[src/rtl/htlp_pkg.sv]
// shared types and constants of the linear-probing hash table
// no dependencies; every other rtl file refers to it by scoped names
`timescale 1ns / 1ps

package htlp_pkg;

  // default geometry of the table
  localparam int TableDepthDef = 256;
  localparam int KeyWidthDef   = 32;
  localparam int ValueWidthDef = 32;

  // fixed widths of the port fields
  localparam int FieldW = 32;
  localparam int HomeW  = 8;

  // entries of the command queue between front and back
  localparam int CmdQueueDepth = 2;

  // command codes as they arrive on the func field
  localparam logic [1:0] FuncInsert = 2'd0;
  localparam logic [1:0] FuncLookup = 2'd1;
  localparam logic [1:0] FuncErase  = 2'd2;

  // classified operation
  typedef enum logic [1:0] {
    OP_INSERT,
    OP_LOOKUP,
    OP_ERASE,
    OP_NOP
  } op_e;

  // probe engine states
  typedef enum logic [1:0] {
    ST_CLEAR,
    ST_IDLE,
    ST_REDUCE,
    ST_PROBE
  } eng_state_e;

  // one input transfer
  typedef struct packed {
    logic [1:0]        func;
    logic [FieldW-1:0] key;
    logic [FieldW-1:0] value;
    logic [HomeW-1:0]  home_slot;
  } in_item_t;

  // one result transfer
  typedef struct packed {
    logic              ok;
    logic [FieldW-1:0] found_value;
  } result_t;

  // classified command held in the queue
  typedef struct packed {
    op_e               op;
    logic [FieldW-1:0] key;
    logic [FieldW-1:0] value;
    logic [HomeW-1:0]  home;
  } cmd_t;

endpackage

[src/rtl/htlp_cmd_queue.sv]
// short command queue between the front end and the probe engine
// depends on htlp_pkg
`timescale 1ns / 1ps

module htlp_cmd_queue (
  input  logic           clk_i,
  input  logic           rst_ni,
  input  logic           push_i,
  input  htlp_pkg::cmd_t cmd_i,
  output logic           full_o,
  output logic           valid_o,
  output htlp_pkg::cmd_t cmd_o,
  input  logic           pop_i
);

  localparam int Depth = htlp_pkg::CmdQueueDepth;
  localparam int PtrW  = (Depth > 1) ? $clog2(Depth) : 1;
  localparam int CntW  = $clog2(Depth + 1);
  localparam logic [PtrW-1:0] LastPtr  = PtrW'(Depth - 1);
  localparam logic [CntW-1:0] DepthCnt = CntW'(Depth);

  htlp_pkg::cmd_t  entry_q [Depth];
  logic [PtrW-1:0] wr_ptr_q, wr_ptr_d, rd_ptr_q, rd_ptr_d;
  logic [CntW-1:0] count_q, count_d;
  logic            do_push, do_pop;

  assign full_o  = (count_q == DepthCnt);
  assign valid_o = (count_q != '0);
  assign cmd_o   = entry_q[rd_ptr_q];
  assign do_push = push_i & ~full_o;
  assign do_pop  = pop_i & valid_o;

  // pointer and fill count update
  always_comb begin
    wr_ptr_d = wr_ptr_q;
    rd_ptr_d = rd_ptr_q;
    count_d  = count_q;
    if (do_push) begin
      wr_ptr_d = (wr_ptr_q == LastPtr) ? '0 : wr_ptr_q + 1'b1;
    end
    if (do_pop) begin
      rd_ptr_d = (rd_ptr_q == LastPtr) ? '0 : rd_ptr_q + 1'b1;
    end
    if (do_push && !do_pop) begin
      count_d = count_q + 1'b1;
    end else if (!do_push && do_pop) begin
      count_d = count_q - 1'b1;
    end
  end

  always_ff @(posedge clk_i or negedge rst_ni) begin
    if (!rst_ni) begin
      wr_ptr_q <= '0;
      rd_ptr_q <= '0;
      count_q  <= '0;
    end else begin
      wr_ptr_q <= wr_ptr_d;
      rd_ptr_q <= rd_ptr_d;
      count_q  <= count_d;
    end
  end

  // entry storage
  always_ff @(posedge clk_i) begin
    if (do_push) begin
      entry_q[wr_ptr_q] <= cmd_i;
    end
  end

endmodule

[config.mk]
export PLATFORM = sky130hd
export DESIGN_NAME = htlp_cmd_queue
export DESIGN_NICKNAME = d
export VERILOG_FILES = /design/src/rtl/htlp_pkg.sv /design/src/rtl/htlp_cmd_queue.sv
export SDC_FILE = /design/constraint.sdc
export NUM_CORES = 1
export LEC_CHECK = 0
export ABC_AREA = 1
export BUFFER_PORTS_ARGS = -buffer_cell sky130_fd_sc_hd__buf_4
export CAP_MARGIN = 20
export CORE_MARGIN = 1
export CORE_UTILIZATION = 56
export CTS_CLUSTER_DIAMETER = 80
export DETAILED_ROUTE_END_ITERATION = 16
export PLACE_DENSITY_LB_ADDON = 0.08
export SYNTH_ARGS = -nofsm -noshare
export SYNTH_HDL_FRONTEND = slang
export SYNTH_SLANG_ARGS = --single-unit
[constraint.sdc]
create_clock -name clk_i -period 12.9 [get_ports clk_i]
set_clock_uncertainty 0.05 [all_clocks]
set_input_delay 0 -clock clk_i [delete_from_list [all_inputs] [get_ports clk_i]]
set_output_delay 0 -clock clk_i [all_outputs]
set_load 0.01 [all_outputs]
==> impl_metrics.ini, run 1 <==
[status]
outcome = complete, no violations

[synthesis]
synthCells = 418
synth_area_leaders = edfxtp_1, nand2_1, dfrtp_1, buf_2, buf_4
syn_area_mm2 = 0.005594
yosysTopAreaCellShare_pct = 79.45
yosysTopAreaCell = edfxtp_1
synth_area_per_cell_um2 = 13.38
synth.distinct_cells = 14
ys_ff_latch = 152
synth_fp_nets = 497
synth-seq-area-share_pct = 81.23
yosysWarnings = 0

[clocking]
cts_max_path_buffers = 2
worstSkewPairLatency_ns = 0.52
clock-sinks = 152
cts_tree = built
htreeDepth = 4
numCtsBuffers = 17
clk_pin_slew_worst_paths_ns = 0.06
post_cts_buffers = 0
cts_root_buf = clkbuf_8
cts.repair.resized = 0

[sta]
report.final.hold_viol_count = 0
fin_setup_tns_ns = 0
rsz0062_at_grt = false
tightest_slew_ns = 0.9926
whs_ns = 0.1557
fin_crit_ns = 2.764
fin_crit_sh_pct = 21.42
fmax_ghz = 0.3618
relSlewSlack_pct = 33.83
drv_slew = 0
final-setup-viol-count = 0

[flow_run]
max-cap-violations = 0

[floorplanning]
die_h_um = 101.9
die_w_um = 101.9
initial_utilization_pct = 57.50
core_mm2 = 0.009729
pin_count = 154
dieArea_mm2 = 0.01039
rows = 36

[power]
power_frac_clock_pct = 28.8
p_sw_mw = 0.5786
powerDensity_mw_per_mm2 = 221.5
switching_share_pct = 31.56
worst_ir_drop_vdd_mv = 0.1742
p_leak_nw = 3.564
combPwrFrac_pct = 32.8
finalPower_mw = 1.833
p_int_mw = 1.255
pwr-share-seq_pct = 38.4

[worst_setup_path]
worstPathRequired_ns = 12.85
r2r-start = rd_ptr_q
rr_worst_depth = 5
r2r_setup_slack_ns = 10.68
cp-start-kind = flop
critPathArrivalTime_ns = 2.71
endpoint_kind = primary output
cp-startpoint = rd_ptr_q
worstPathMaxFanout = 76
critPathKind = reg -> out
critPathCapture = cmd_o[54]
r2r-end = rd_ptr_q

[route]
wirelength_um = 12660
viasPerCell = 4.926
wire_per_inst_um = 15.78
vias = 3951
first_iter_violations = 201
ant_nets = 0
drc_errors = 0
firstDrtPassIters = 5

[global_routing]
grt_max_degree = 77
grt_pass1_vias = 3957
overflow = 0
gr-usage-all-layers_pct = 24.99
grt_pass1_wl_um = 18710
antenna_found_initial = 0

[worst_hold_path]
hp-start = cmd_i[53]
hold_class = in -> reg

[placed_design]
io_buffer_count = 153
gp_congestion = 0.6713
dp_hpwl_um = 6461

[layout]
nets = 735
drive_above_1_share_pct = 28.70
antennaDiodeCount = 0
area_growth_syn_to_layout_pct = 47.93
[flip-flops by register name (all words and copies together) (netlist names)]
register  cells
entry_q     148
count_q       2
wr_ptr_q      1
rd_ptr_q      1
[worst max-delay path, stage by stage (launching register included)]
cell,delay (ns)
dfrtp_2,0.34
buf_4,0.61
inv_2,0.39
buf_4,0.42
nand2_1,0.14
nand2_1,0.08
buf_4,0.15
[synth_stat cells]
cell,n
inv_1,7
clkbuf_1,1
ha_1,1
buf_4,5
edfxtp_1,148
o21ai_0,1
nand3_1,2
xnor2_1,1
dfrtp_1,4
nand4_1,1
nand2_1,233
inv_2,1
buf_2,10
nor2_1,3
[per-stage QoR]
| step | utilization, % | instances | setup slack (ns) | cell area [um^2] |
|---|---|---|---|---|
| after floorplan | - | 418 | 8.697 | 5594 |
| after global placement | 70.47 | 692 | 10.69 | 6857 |
| after detailed placement | 70.47 | 692 | 10.66 | 6857 |
| after CTS | 85.06 | 802 | 10.09 | 8275 |
| after global routing | 85.06 | 802 | 9.922 | 8275 |
| final | 85.06 | 802 | 10.14 | 8275 |
[power by group through the flow]
stage | clock network (mW) | registers (mW) | logic, mW
CTS | 0.532 | 0.704 | 0.599
floorplan | 0 | 0.714 | 0.306
detailed placement | 0 | 0.713 | 0.577
finish | 0.528 | 0.704 | 0.601
global route | 0.550 | 0.713 | 0.658
global placement | 0 | 0.708 | 0.569
[layout make-up]
type,instances,area [um^2]
clock buffer,17,414.1
timing repair buffer,235,1959
sequential,152,4546
inverter,8,30.03
multi-input combinational,242,935.9
fill,491,1454
clock inverter,15,224.0
tap,133,166.4
[cells in the final DEF, fill, tap and decap left out, drive strengths merged]
master	count
clkinv	6
clkinvlp	1
dfrtp	4
xnor2	1
nand2	233
ha	1
nand3	2
nand4	1
bufinv	5
clkbuf	17
o21ai	1
buf	157
dlygate4sd3	78
inv	11
nor2	3
edfxtp	148
[worst min path at each step]
stage	slack, ns	cells past startpoint	to
after floorplan	-0.35	0	count_q[0]
after global placement	-0.25	1	count_q[0]
after detailed placement	-0.25	1	count_q[0]
after CTS	0.14	2	entry_q[1][61]
after global routing	0.15	2	entry_q[1][40]
final	0.16	2	entry_q[1][53]
[cells by family (layout without fill, tap and decap cells)]
group                    count (synthesis)  in the layout  share of synthesized area, %
buffers and inverters                   24            275                         2.170
AO/OA/AOI/OAI                            1              1                       0.08938
flip-flops                             152            152                         81.23
adder cells (fa/ha/maj)                  1              1                        0.2236
AND/OR/NAND/NOR                        239            239                         16.13
XOR/XNOR                                 1              1                        0.1566
[routing by layer]
metal	global-route usage (%)	wire, um	vias up
li1	-	-	1883
met1	27.86	4703	1897
met2	45.11	6868	152
met3	6.635	865	19
met4	11.10	219	0
met5	0	0	-
[repair_timing]
item                       CTS  global route
setup endpoints to repair    0             0
hold buffers                78             0
hold endpoints to repair   155             0
Power figures use the tool's default switching activity.
==> run 2: changes to the inputs <==
- CORE_UTILIZATION: 56 -> 52
- clock period: 12.9 -> 2.8 ns (I/O delays scaled with it)
==> impl_metrics.ini, run 2 (synthesis gave the netlist of run 1 again) <==
[status]
outcome = complete, no violations

[clocking]
numCtsBuffers = 17
clk_pin_slew_worst_paths_ns = 0.06
post_cts_buffers = 0
cts.repair.resized = 0
cts_tree = built
worstSkewPairLatency_ns = 0.51
cts_max_path_buffers = 2
htreeDepth = 4
cts_root_buf = clkbuf_8
clock-sinks = 152

[global_routing]
gr-usage-all-layers_pct = 22.18
grt.busiest_layer = met2
grt_util_met2_pct = 38.61
antenna_found_initial = 0
grt_pass1_wl_um = 18310
use_met3_pct = 7.483
grt_max_degree = 76
use_met1_pct = 26.11
overflow = 0
grt_pass1_vias = 3786

[floorplanning]
rows = 37
die_w_um = 105.7
pin_count = 154
dieArea_mm2 = 0.01118
initial_utilization_pct = 53.95
die_h_um = 105.7
core_mm2 = 0.01037

[worst_setup_path]
worstPathRequired_ns = 2.75
crit_family = buffers and inverters
endpoint_kind = primary output
critPathKind = reg -> out
worst_path_largest_cell_delay_ns = 0.47
worstPathMaxFanout = 44
cp_cell_sequence = inv_2, buf_12, nand2_1, nand2_1, buf_4
cp_num_buf_inv = 3
critPathArrivalTime_ns = 2.03
cp-start-kind = flop
critPathSlowestCell = inv_2
crit_top_cell = nand2_1

[sta]
drv_slew = 0
fin_crit_sh_pct = 74.22
fin_setup_tns_ns = 0
fin_crit_ns = 2.078
tightest_slew_ns = 0.8224
relSlewSlack_pct = 45.17
report.final.hold_viol_count = 0
rsz0062_at_grt = false
fmax_ghz = 0.4812
final-setup-viol-count = 0

[route]
viasPerCell = 4.734
firstDrtPassIters = 4
wirelength_um = 11900
drc_errors = 0
first_iter_violations = 273
ant_nets = 0
vias = 3811
wire_per_inst_um = 14.78

[worst_hold_path]
hold_class = in -> reg

[layout]
largest_reg_flops = 148
area_growth_syn_to_layout_pct = 47.42
reg_top3 = entry_q: 148 flops, count_q: 2 flops
antennaDiodeCount = 0
final_cell_mix = nand2_1, buf_4, edfxtp_1, dlygate4sd3_1, clkbuf_16
drive_above_1_share_pct = 27.95
largest_register = entry_q
final_common_cell = nand2_1
nets = 737

[placed_design]
gp_congestion = 0.7078
io_buffer_count = 153
dp_hpwl_um = 6454

[power]
worst_ir_drop_vdd_mv = 0.9546
powerDensity_mw_per_mm2 = 992.3
finalPower_mw = 8.184
p_leak_nw = 3.540

[flow_run]
max-cap-violations = 0
## run 2: cell types whose count changed in the layout (fill, tap and decap cells not counted), moves of 2 or more
| cell | before | now |
|---|---|---|
| buf_12 | 0 | 3 |
| clkinv_1 | 1 | 6 |
| inv_6 | 3 | 0 |
| bufinv_16 | 5 | 3 |
| clkinv_4 | 3 | 0 |
## run 2: final timing paths
kind	from	cells after the start	slack, ns	end
min in group asynchronous	rst_ni	3	0.36	count_q[1]
worst max-delay path	rd_ptr_q	5	0.72	cmd_o[37]
worst min-delay path	cmd_i[52]	2	0.17	entry_q[1][52]
max in group asynchronous	rst_ni	3	2.14	rd_ptr_q
worst min register to register	wr_ptr_q	2	0.44	wr_ptr_q
worst max register to register	count_q[1]	6	0.98	entry_q[0][33]
## run 2: per-stage QoR
step                instance area, um^2  setup WS (ns)  std cells  utilization (%)  hold slack, ns
floorplan                          5602         0.1465        418                -         -0.3456
global placement                   6914          1.041        697            66.67         -0.2492
detailed placement                 6914         0.9873        697            66.67         -0.2481
CTS                                8247         0.6641        805            79.52          0.1390
global route                       8247         0.5729        805            79.52          0.1469
finish                             8247         0.7220        805            79.52          0.1719
## run 2: final cells by class
cell class / instances / area, um^2
fill: 623 / 2123
multi-input combinational: 242 / 935.9
tap: 136 / 170.2
clock buffer: 17 / 414.1
inverter: 8 / 31.28
sequential: 152 / 4546
timing repair buffer: 237 / 2012
clock inverter: 13 / 137.6
## run 2: repair_timing
action                                  4_1_cts  5_1_grt
endpoints found under the hold margin       155        0
hold buffers                                 78        0
endpoints found under the setup margin        0        0
## run 2: routing by layer
metal / vias up / routed length [um]
met1: 1789 / 4742
met4: 0 / 126
met3: 13 / 723
met2: 127 / 6306
li1: 1882 / -
met5: - / 0
## run 2: power breakdown
group / switching, mW / internal (mW)
combinational: 1.66 / 1.18
sequential: 0.122 / 3.10
clock: 0.801 / 1.32
